<file path="src/hdl/drpi_pkg.sv">
`timescale 1ns / 1ps
`default_nettype none
package drpi_pkg;

	localparam int PI_Q13 = 25736;
	localparam int TWO_PI_Q13 = 51472;
	localparam logic signed [34:0] PI_Q30 = 35'sd3373259426;
	localparam logic signed [34:0] HALF_PI_Q30 = 35'sd1686629713;
	localparam logic signed [34:0] GAIN_Q30 = 35'sd652032874;
	localparam int ATAN_ENTRIES = 24;

	// configuration register indexes
	localparam logic [1:0] REG_LINEAR = 2'd0;
	localparam logic [1:0] REG_ANGULAR = 2'd1;
	localparam logic [1:0] REG_PERIOD = 2'd2;

	// atan(2^-i) in Q.30
	function automatic logic signed [34:0] atan_q30(input logic [4:0] i);
		logic signed [34:0] r;
		case (i)
			5'd0: r = 35'sd843314857;
			5'd1: r = 35'sd497837829;
			5'd2: r = 35'sd263043837;
			5'd3: r = 35'sd133525159;
			5'd4: r = 35'sd67021687;
			5'd5: r = 35'sd33543516;
			5'd6: r = 35'sd16775851;
			5'd7: r = 35'sd8388437;
			5'd8: r = 35'sd4194283;
			5'd9: r = 35'sd2097149;
			5'd10: r = 35'sd1048576;
			5'd11: r = 35'sd524288;
			5'd12: r = 35'sd262144;
			5'd13: r = 35'sd131072;
			5'd14: r = 35'sd65536;
			5'd15: r = 35'sd32768;
			5'd16: r = 35'sd16384;
			5'd17: r = 35'sd8192;
			5'd18: r = 35'sd4096;
			5'd19: r = 35'sd2048;
			5'd20: r = 35'sd1024;
			5'd21: r = 35'sd512;
			5'd22: r = 35'sd256;
			5'd23: r = 35'sd128;
			default: r = 35'sd0;
		endcase
		return r;
	endfunction

	// controller to datapath commands
	typedef struct packed {
		logic load_motion;  // seed CORDIC with old heading (Q.30 = yaw*2^17)
		logic load_quat;    // seed CORDIC with half heading (yaw*2^16)
		logic cordic_step;  // one micro-rotation
		logic mul_a;        // speed * cos, speed * sin
		logic mul_b;        // products * period
		logic commit;       // update x, y, heading
		logic result;       // register quaternion into output
	} drpi_cmd_t;

	typedef struct packed {
		logic cordic_done;
	} drpi_sts_t;

endpackage
`default_nettype wire

</file>
<file path="src/hdl/drpi_ctrl.sv">
`timescale 1ns / 1ps
`default_nettype none
module drpi_ctrl (
	input  wire                 clk,
	input  wire                 arst_n,
	input  wire                 s_tvalid,
	output logic                s_tready,
	input  wire                 advance,
	output logic                m_tvalid,
	input  wire                 m_tready,
	output drpi_pkg::drpi_cmd_t cmd,
	input  drpi_pkg::drpi_sts_t sts
);
	import drpi_pkg::*;

	typedef enum logic [7:0] {
		ST_IDLE  = 8'b00000001,
		ST_MROT  = 8'b00000010,
		ST_MULA  = 8'b00000100,
		ST_MULB  = 8'b00001000,
		ST_COMM  = 8'b00010000,
		ST_QLOAD = 8'b00100000,
		ST_QROT  = 8'b01000000,
		ST_OUT   = 8'b10000000
	} state_t;

	state_t state_q, state_d;
	logic out_valid_q;

	// one item at a time; the output register holds until taken
	assign s_tready = (state_q == ST_IDLE) && !out_valid_q;
	assign m_tvalid = out_valid_q;

	always_comb begin
		state_d = state_q;
		cmd = '0;
		case (state_q)
			ST_IDLE: begin
				if (s_tvalid && s_tready) begin
					if (advance) begin
						cmd.load_motion = 1'b1;
						state_d = ST_MROT;
					end else begin
						state_d = ST_QLOAD;
					end
				end
			end
			ST_MROT: begin
				cmd.cordic_step = 1'b1;
				if (sts.cordic_done) state_d = ST_MULA;
			end
			ST_MULA: begin
				cmd.mul_a = 1'b1;
				state_d = ST_MULB;
			end
			ST_MULB: begin
				cmd.mul_b = 1'b1;
				state_d = ST_COMM;
			end
			ST_COMM: begin
				cmd.commit = 1'b1;
				state_d = ST_QLOAD;
			end
			ST_QLOAD: begin
				cmd.load_quat = 1'b1;
				state_d = ST_QROT;
			end
			ST_QROT: begin
				cmd.cordic_step = 1'b1;
				if (sts.cordic_done) state_d = ST_OUT;
			end
			ST_OUT: begin
				cmd.result = 1'b1;
				state_d = ST_IDLE;
			end
			default: state_d = ST_IDLE;
		endcase
	end

	always_ff @(posedge clk or negedge arst_n) begin
		if (!arst_n) begin
			state_q <= ST_IDLE;
			out_valid_q <= 1'b0;
		end else begin
			state_q <= state_d;
			if (state_q == ST_OUT) out_valid_q <= 1'b1;
			else if (m_tready) out_valid_q <= 1'b0;
		end
	end

`ifndef NO_ASSERTIONS
	a_onehot: assert property (@(posedge clk) disable iff (!arst_n)
		$onehot(state_q)) else $error("state not one-hot");
	a_no_overwrite: assert property (@(posedge clk) disable iff (!arst_n)
		state_q == ST_OUT |-> !out_valid_q) else $error("result overwritten");
	a_accept_idle: assert property (@(posedge clk) disable iff (!arst_n)
		s_tvalid && s_tready |=> state_q != ST_IDLE) else $error("accept lost");
`endif
endmodule
`default_nettype wire
</file>
<file path="config.mk">
export PLATFORM = sky130hd
export DESIGN_NAME = drpi_ctrl
export DESIGN_NICKNAME = d
export VERILOG_FILES = /design/src/hdl/drpi_pkg.sv /design/src/hdl/drpi_ctrl.sv
export SDC_FILE = /design/constraint.sdc
export NUM_CORES = 1
export LEC_CHECK = 0
export BUFFER_PORTS_ARGS = -buffer_cell sky130_fd_sc_hd__buf_2
export CAP_MARGIN = 25
export CORE_AREA = 5 5 42 44
export DETAILED_ROUTE_END_ITERATION = 8
export DIE_AREA = 0 0 47 49
export GPL_TIMING_DRIVEN = 1
export PLACE_DENSITY = 0.64
export SYNTH_ARGS = -nofsm -noshare
export SYNTH_HDL_FRONTEND = slang
export SYNTH_SLANG_ARGS = --single-unit
</file>
<file path="constraint.sdc">
create_clock -name clk -period 2.1 [get_ports clk]
set_input_delay 0.42 -clock clk [delete_from_list [all_inputs] [get_ports clk]]
set_output_delay 0.42 -clock clk [all_outputs]
set_load 0.02 [all_outputs]
</file>
**Yosys cells after proc, flatten, opt, wreduce, memory -nomap -nowiden**

Index checks and enable logic that the tools add are counted.

- Eq/ne operators: 11
- Muxes and demuxes: 16
- Reduce and logical (&&, ||, !) cells: 6

Operators by type and width:

| cell | count |
|---|---|
| $pmux 8 s7 | 1 |
| $mux 8 | 3 |
| $mux 1 | 11 |
| $eq 8x1->1 const B | 1 |
| $eq 8x2->1 const B | 1 |
| $eq 8x3->1 const B | 1 |
| $eq 8x4->1 const B | 1 |
| $eq 8x5->1 const B | 1 |
| $eq 8x6->1 const B | 1 |
| $eq 8x7->1 const B | 1 |
| $eq 8x8->1 const B | 1 |
| $mux 6 | 1 |
| $ne 2x2->1 const B | 2 |
| $reduce_and 3->1 | 1 |
| $logic_and 1x1->1 | 2 |
| $ne 2x1->1 const B | 1 |
| $reduce_bool 2->1 | 1 |
| $reduce_or 2->1 | 1 |
| $logic_not 1->1 | 1 |

- Flip-flop bits (word level): 9
- Input port bits: 6
- Output and inout bits: 9
- Logic and storage cells: 35

**Longest topological paths before layout**

Gate-level depths: netlist of the first run.

- Depth in word-level cells: 5
- Depth in mapped cells: 5
- Mapped depth without buffers: 4

**Worst setup path before layout of the first run**

Ideal clock, no wire load.

- Kind: register to output
- From: register state_q[5]
- To: output port cmd[2] (netlist bit)
- Data arrival time: 1.468 ns
- Data required time: 1.680 ns
- Path slack: 0.212 ns
- Stages on the path, launching flop included: 4
- Path buffers: 0
- Cells stage by stage: dfrtp_1 > nor4_2 > nand2_1 > nor3b_1

RTL lines:

| element | line | text |
|---|---|---|
| start, declared | drpi_ctrl.sv:27 | `state_t state_q, state_d;` |
| start signal, assigned | drpi_ctrl.sv:85 | `state_q <= state_d;` |
| end, declared | drpi_ctrl.sv:11 | `output drpi_pkg::drpi_cmd_t cmd,` |

==> flow_metrics.tcl, run 1 <==
set metrics [dict create \
    final_core_util_pct 50.4 \
    worst-r2r-cell-count 4 \
    areaGrowthSynthToFinish_pct 25.6 \
    worstReg2RegStart "state_q[4]$_DFFE_PN0P_" \
    grt_pass1_vias 459 \
    reg2reg_slack_ns 0.60 \
    post_drt_via_cell_ratio 5.23 \
    grt_util_all_layers_pct 12.6 \
    ir_worst_vdd_v 0.000527 \
    layout.cells.most_common_list "14 x sky130_fd_sc_hd__buf_2, 12 x sky130_fd_sc_hd__nor2_1, 5 x sky130_fd_sc_hd__nor3b_1" \
    delay_of_the_slowest_cell_on_the_worst_path_ns 0.46 \
    tritoncts.num_buffers 3 \
    crit_type "reg -> out" \
    syn_area_per_cell_um2 9.21 \
    max-slew-margin-rel_pct 75.8 \
    synth.distinct_cells 26 \
    fin_tns_setup_ns 0 \
    worst_hold_slack_ns 0.00351 \
    synth_warnings 0 \
    maximum_number_of_pins_on_one_net_before_global_route_repair 10 \
    hold_path.class "in -> async" \
    min_period_ns 2.05 \
    finalCritPeriodShare_pct 97.9 \
    layout_commonest_cell "sky130_fd_sc_hd__buf_2" \
    post_route_cells_drive_above_1_share_pct 35.8 \
    setup_violations 0 \
    detail_route.iter0.violations 9 \
    maxcap_viol_count 0 \
    slew_viol_final 0 \
    die_h_um 49 \
    antenna-diode-count 0 \
    max_clock_freq_mhz 487 \
    synth_async_sr_flop_share_pct 100 \
    cts_max_path_buffers 2 \
    x_dimension_of_the_die_um 47 \
    wl_um 1270 \
    cts_tree "done" \
    cts.root.buffer_cell "sky130_fd_sc_hd__clkbuf_4" \
    detail_route.drc_violations 0 \
    rsz0062_at_grt "true" \
    ys_seq_area_share_pct 40.3 \
    cts.reportedPaths.clkPinSlew_ns 0.06 \
    power_density_nw_per_um2 1260 \
    cts-htree-levels 1 \
    signal_arrival_time_at_the_worst_endpoint_ns 1.63 \
    numClockSinks 9 \
    final_antenna_net_count 0 \
    std_cell_rows 14 \
    post_synthesis_register_bit_count 9 \
    tightestPinTransition_ns 0.364 \
    post_drt_wl_per_cell_um 13.1 \
    start_util_pct 40.1 \
    report.power.total_w 0.000886 \
    critical_path.max_fanout 6 \
    critPathCaptureType "output pin" \
    clock_latency_late_sink_ns 0.26 \
    fin_nets 88 \
    crit_path_cell_trace "nor2_1 > nand3_1 > nor3b_1 > buf_2" \
    net_count_after_synthesis 67 \
    post_synth_edffs 0 \
    die_area_um2 2300 \
    layout.filler_cells 144 \
    stdcell_count 97 \
    worst_path_max_delay_cell "sky130_fd_sc_hd__dfrtp_1" \
    cp_num_buf_inv 1 \
    design.portCount 15 \
    dp_hpwl_um 953 \
    via_count 507 \
    postSynth.topFlopCell "sky130_fd_sc_hd__dfrtp_1" \
    worst_path_dominant_cell_family "simple AND/OR/NAND/NOR gates" \
    port_buffers 14 \
    endpoint_of_the_worst_register_to_register_path "state_q[0]$_DFFE_PN1P_" \
    status "finished clean" \
    dp.cells 90 \
    critPathLaunchType "flip-flop" \
    timing_hold_violations_final 0 \
    global_route.overflow_total 0 \
    p_leak_nw 0.339 \
    grt_antenna_before_repair 0 \
    synthesis.area_um2 562 \
    critical_path_required_ns 1.68 \
    place_congestion 0.858 \
    design.core.area_um2 1400 \
    firstDrtPassIters 3 \
    syn_inst 61 \
    finalClockSkew_ns 0.00552 \
    grt_pass1_wl_um 2070 \
]
## worst reg2reg max path, stage by stage, from the launching register on
cell and delay, ns:
sky130_fd_sc_hd__dfrtp_2 0.45, sky130_fd_sc_hd__or3_4 0.42, sky130_fd_sc_hd__a21o_1 0.19, sky130_fd_sc_hd__a2111oi_4 0.27, sky130_fd_sc_hd__o22ai_1 0.10
## final cells by class
| class | instances | area, µm² | share of cell area, % |
|---|---|---|---|
| clock buffers | 4 | 26.3 | 3.72 |
| well taps | 16 | 20.0 | 2.84 |
| inverters | 2 | 7.51 | 1.06 |
| multi-input cells | 49 | 328 | 46.5 |
| repair buffers | 17 | 92.6 | 13.1 |
| flip-flops and latches | 9 | 231 | 32.8 |
## cell usage after synthesis (2+ instances only)
cell type	n	area share, %
sky130_fd_sc_hd__nor2_1	13	8.7
sky130_fd_sc_hd__dfrtp_1	8	36
sky130_fd_sc_hd__nor3b_1	5	6.7
sky130_fd_sc_hd__nand2b_1	4	4.5
sky130_fd_sc_hd__nand2_1	3	2.0
sky130_fd_sc_hd__nand3_1	3	2.7
sky130_fd_sc_hd__a21o_1	2	2.7
sky130_fd_sc_hd__a21oi_1	2	1.8
sky130_fd_sc_hd__inv_1	2	1.3
sky130_fd_sc_hd__nor2b_1	2	2.2
sky130_fd_sc_hd__nor3_1	2	1.8
## kinds of logic after synthesis
kind of cell | Yosys count | share of synthesized area, %
and+or+nand+nor | 37 | 37.2
muxes | 1 | 1.78
AOI/OAI and AO/OA | 10 | 15.8
buffers and inverters | 3 | 3.34
xor gates and xnor gates | 1 | 1.56
DFF | 9 | 40.3
## registers in the layout (all words and copies together), names as in the netlist
register	count
m_tvalid	1
state_q	8
## where the power goes
part	internal [W]	leakage (nW)	total (W)	switching, W
logic	0.000218	0.210	0.000457	0.000239
clock network	0.0000730	0.0150	0.000130	0.0000570
registers	0.000220	0.114	0.000299	0.0000788
## stage by stage
stage,worst slack (ns),area [µm²]
after floorplan,0.212,562
after global placement,0.281,641
after detailed placement,0.272,641
after CTS,0.0338,676
after global routing,-0.0803,706
final,0.0451,706
## routing by layer
metal / vias up / routed length [µm] / global-route usage, %
li1: 262 / - / -
met4: 0 / 26 / 5.53
met5: - / 0 / 0
met3: 4 / 54 / 4.06
met1: 232 / 586 / 17.2
met2: 9 / 603 / 17.6
## worst max path at each step
stage | from | end | slack (ns) | depth (start not counted)
finish | state_q[1]$_DFFE_PN0P_ | cmd[1] | 0.05 | 4
CTS | state_q[5]$_DFFE_PN0P_ | cmd[3] | 0.03 | 4
global placement | state_q[5]$_DFFE_PN0P_ | cmd[2] | 0.28 | 4
global route | state_q[1]$_DFFE_PN0P_ | cmd[1] | -0.08 | 4
detailed placement | state_q[5]$_DFFE_PN0P_ | cmd[3] | 0.27 | 4
floorplan | state_q[5]$_DFFE_PN0P_ | cmd[2] | 0.21 | 3
## timing repair
| item | in CTS | in global routing |
|---|---|---|
| resized for setup | 1 | 5 |
| pin swaps | 0 | 1 |
| gates cloned | 0 | 0 |
| setup buffers | 0 | 3 |
| hold buffers | 0 | 0 |
| endpoints found under the setup margin | 2 | 7 |
Power figures use the tool's default switching activity.
==> run 2, diff against run 1 <==
CELL_PAD_IN_SITES_DETAIL_PLACEMENT = 0   (was unset)
CELL_PAD_IN_SITES_GLOBAL_PLACEMENT = 1   (was unset)
CORE_AREA = unset   (was 5 5 42 44)
CORE_MARGIN = 5   (was unset)
CORE_UTILIZATION = 36   (was unset)
DIE_AREA = unset   (was 0 0 47 49)
PLACE_DENSITY = 0.72   (was 0.64)
clock period = 2 ns   (was 2.1 ns; I/O delays follow)
==> run 2 against run 1 <==
Critical path type unchanged. Clock power rose by 13%. Cell count increased by 8.2%. Critical path depth is the same. Utilization rose by 4.5 points. Clock skew rose by 0.00074 ns. Largest cell class unchanged. Critical endpoint unchanged.
==> flow_metrics.tcl, run 2 (synthesis gave the netlist of run 1 again) <==
set metrics [dict create \
    status "finished clean" \
    place_congestion 0.819 \
    std_cell_rows 14 \
    signal_arrival_time_at_the_worst_endpoint_ns 1.57 \
    critPathCaptureType "output pin" \
    final_antenna_net_count 0 \
    hold_path.class "in -> reg" \
    grt_pass1_vias 555 \
    grt_antenna_before_repair 0 \
    die_h_um 49.5 \
    max-slew-margin-rel_pct 78.4 \
    x_dimension_of_the_die_um 49.5 \
    fin_tns_setup_ns 0 \
    port_buffers 14 \
    post_drt_via_cell_ratio 5.50 \
    numClockSinks 9 \
    worst_path_max_delay_cell "sky130_fd_sc_hd__dfrtp_2" \
    critical_path_required_ns 1.60 \
    maximum_number_of_pins_on_one_net_before_global_route_repair 10 \
    cts-htree-levels 1 \
    cts_tree "done" \
    antenna-diode-count 0 \
    post_route_cells_drive_above_1_share_pct 51.7 \
    report.power.total_w 0.00111 \
    setup_violations 0 \
    critPathLaunchType "flip-flop" \
    stdcell_count 105 \
    layout.cells.most_common_list "15 x sky130_fd_sc_hd__buf_4, 11 x sky130_fd_sc_hd__nor2_1, 9 x sky130_fd_sc_hd__buf_2" \
    critical_path.max_fanout 8 \
    crit_path_cell_trace "nor2_2 > nand3_1 > nor3b_2 > buf_2" \
    clock_latency_late_sink_ns 0.26 \
    design.core.area_um2 1490 \
    tritoncts.num_buffers 3 \
    reg2reg_slack_ns 0.42 \
    p_leak_nw 0.389 \
    final_core_util_pct 54.9 \
    detail_route.iter0.violations 17 \
    rsz0062_at_grt "true" \
    cts.root.buffer_cell "sky130_fd_sc_hd__clkbuf_4" \
    grt_util_all_layers_pct 13.2 \
    finalCritPeriodShare_pct 98.5 \
    maxcap_viol_count 0 \
    via_count 578 \
    dp_hpwl_um 1020 \
    ir_worst_vdd_v 0.000663 \
    power_density_nw_per_um2 1360 \
    die_area_um2 2450 \
    dp.cells 92 \
    firstDrtPassIters 4 \
    fin_nets 96 \
    finalClockSkew_ns 0.00626 \
    max_clock_freq_mhz 508 \
    post_drt_wl_per_cell_um 15.7 \
    timing_hold_violations_final 0 \
    areaGrowthSynthToFinish_pct 45.4 \
    layout_commonest_cell "sky130_fd_sc_hd__buf_4" \
    global_route.overflow_total 0 \
    cts_max_path_buffers 2 \
    slew_viol_final 0 \
    detail_route.drc_violations 0 \
    grt_pass1_wl_um 2490 \
    start_util_pct 37.7 \
    tightestPinTransition_ns 0.322 \
    largest_register_ffs 8 \
    worst_hold_slack_ns 0.414 \
    min_period_ns 1.97 \
    design.portCount 15 \
    crit_type "reg -> out" \
    biggest_register "state_q" \
    wl_um 1650 \
    cts.reportedPaths.clkPinSlew_ns 0.07 \
    delay_of_the_slowest_cell_on_the_worst_path_ns 0.47 \
]
[run 2: report_power, final]
part	switching (W)	total (W)	internal, W	leakage [nW]
Sequential	0.0000671	0.000299	0.000232	0.113
Clock	0.0000733	0.000147	0.0000739	0.0177
Combinational	0.000343	0.000667	0.000324	0.259
[run 2: metrics by stage]
stage | worst slack, ns | area, µm²
2_1_floorplan | 0.132 | 562
3_3_place_gp | 0.193 | 656
3_5_place_dp | 0.192 | 656
4_1_cts | -0.0248 | 731
5_1_grt | -0.0666 | 817
6_report | 0.0309 | 817
[run 2: repair_timing]
action / in CTS / in global routing
hold buffers: 1 / 0
setup endpoints to repair: 7 / 7
pin swaps: 0 / 5
setup buffers: 3 / 5
gates resized for setup: 5 / 15
endpoints found under the hold margin: 8 / 0
gates cloned: 0 / 0
[run 2: final timing paths]
kind                                              from                      to  depth (start not counted)
worst max-delay path            state_q[3]$_DFFE_PN0P_                  cmd[1]                          4
worst min-delay path                          m_tready    m_tvalid$_DFFE_PN0P_                          3
worst max register to register  state_q[4]$_DFFE_PN0P_  state_q[5]$_DFFE_PN0P_                          5
worst min register to register  state_q[3]$_DFFE_PN0P_  state_q[3]$_DFFE_PN0P_                          1
max in group asynchronous                       arst_n  state_q[0]$_DFFE_PN1P_                          2
min in group asynchronous                       arst_n  state_q[2]$_DFFE_PN0P_                          2
[run 2: critical path: cells and delay by family (launching register included)]
kind / cells / cell delay (ns)
buf+inv: 1 / 0.21
flops: 1 / 0.47
simple gates: 3 / 0.62
[run 2: layout make-up]
| type | instances | area (µm²) |
|---|---|---|
| multi-input combinational | 49 | 362 |
| sequential | 9 | 233 |
| tap | 16 | 20.0 |
| inverter | 2 | 7.51 |
| clock inverter | 1 | 5.00 |
| fill | 130 | 672 |
| clock buffer | 3 | 22.5 |
| timing repair buffer | 25 | 168 |
[run 2: routing by layer]
metal	vias to the layer above	track usage [%]	share of wire (%)
met5	-	0	0
met4	0	8.30	2.2
met3	6	3.61	5.2
met2	22	19.1	47
met1	278	17.1	45
li1	272	-	-
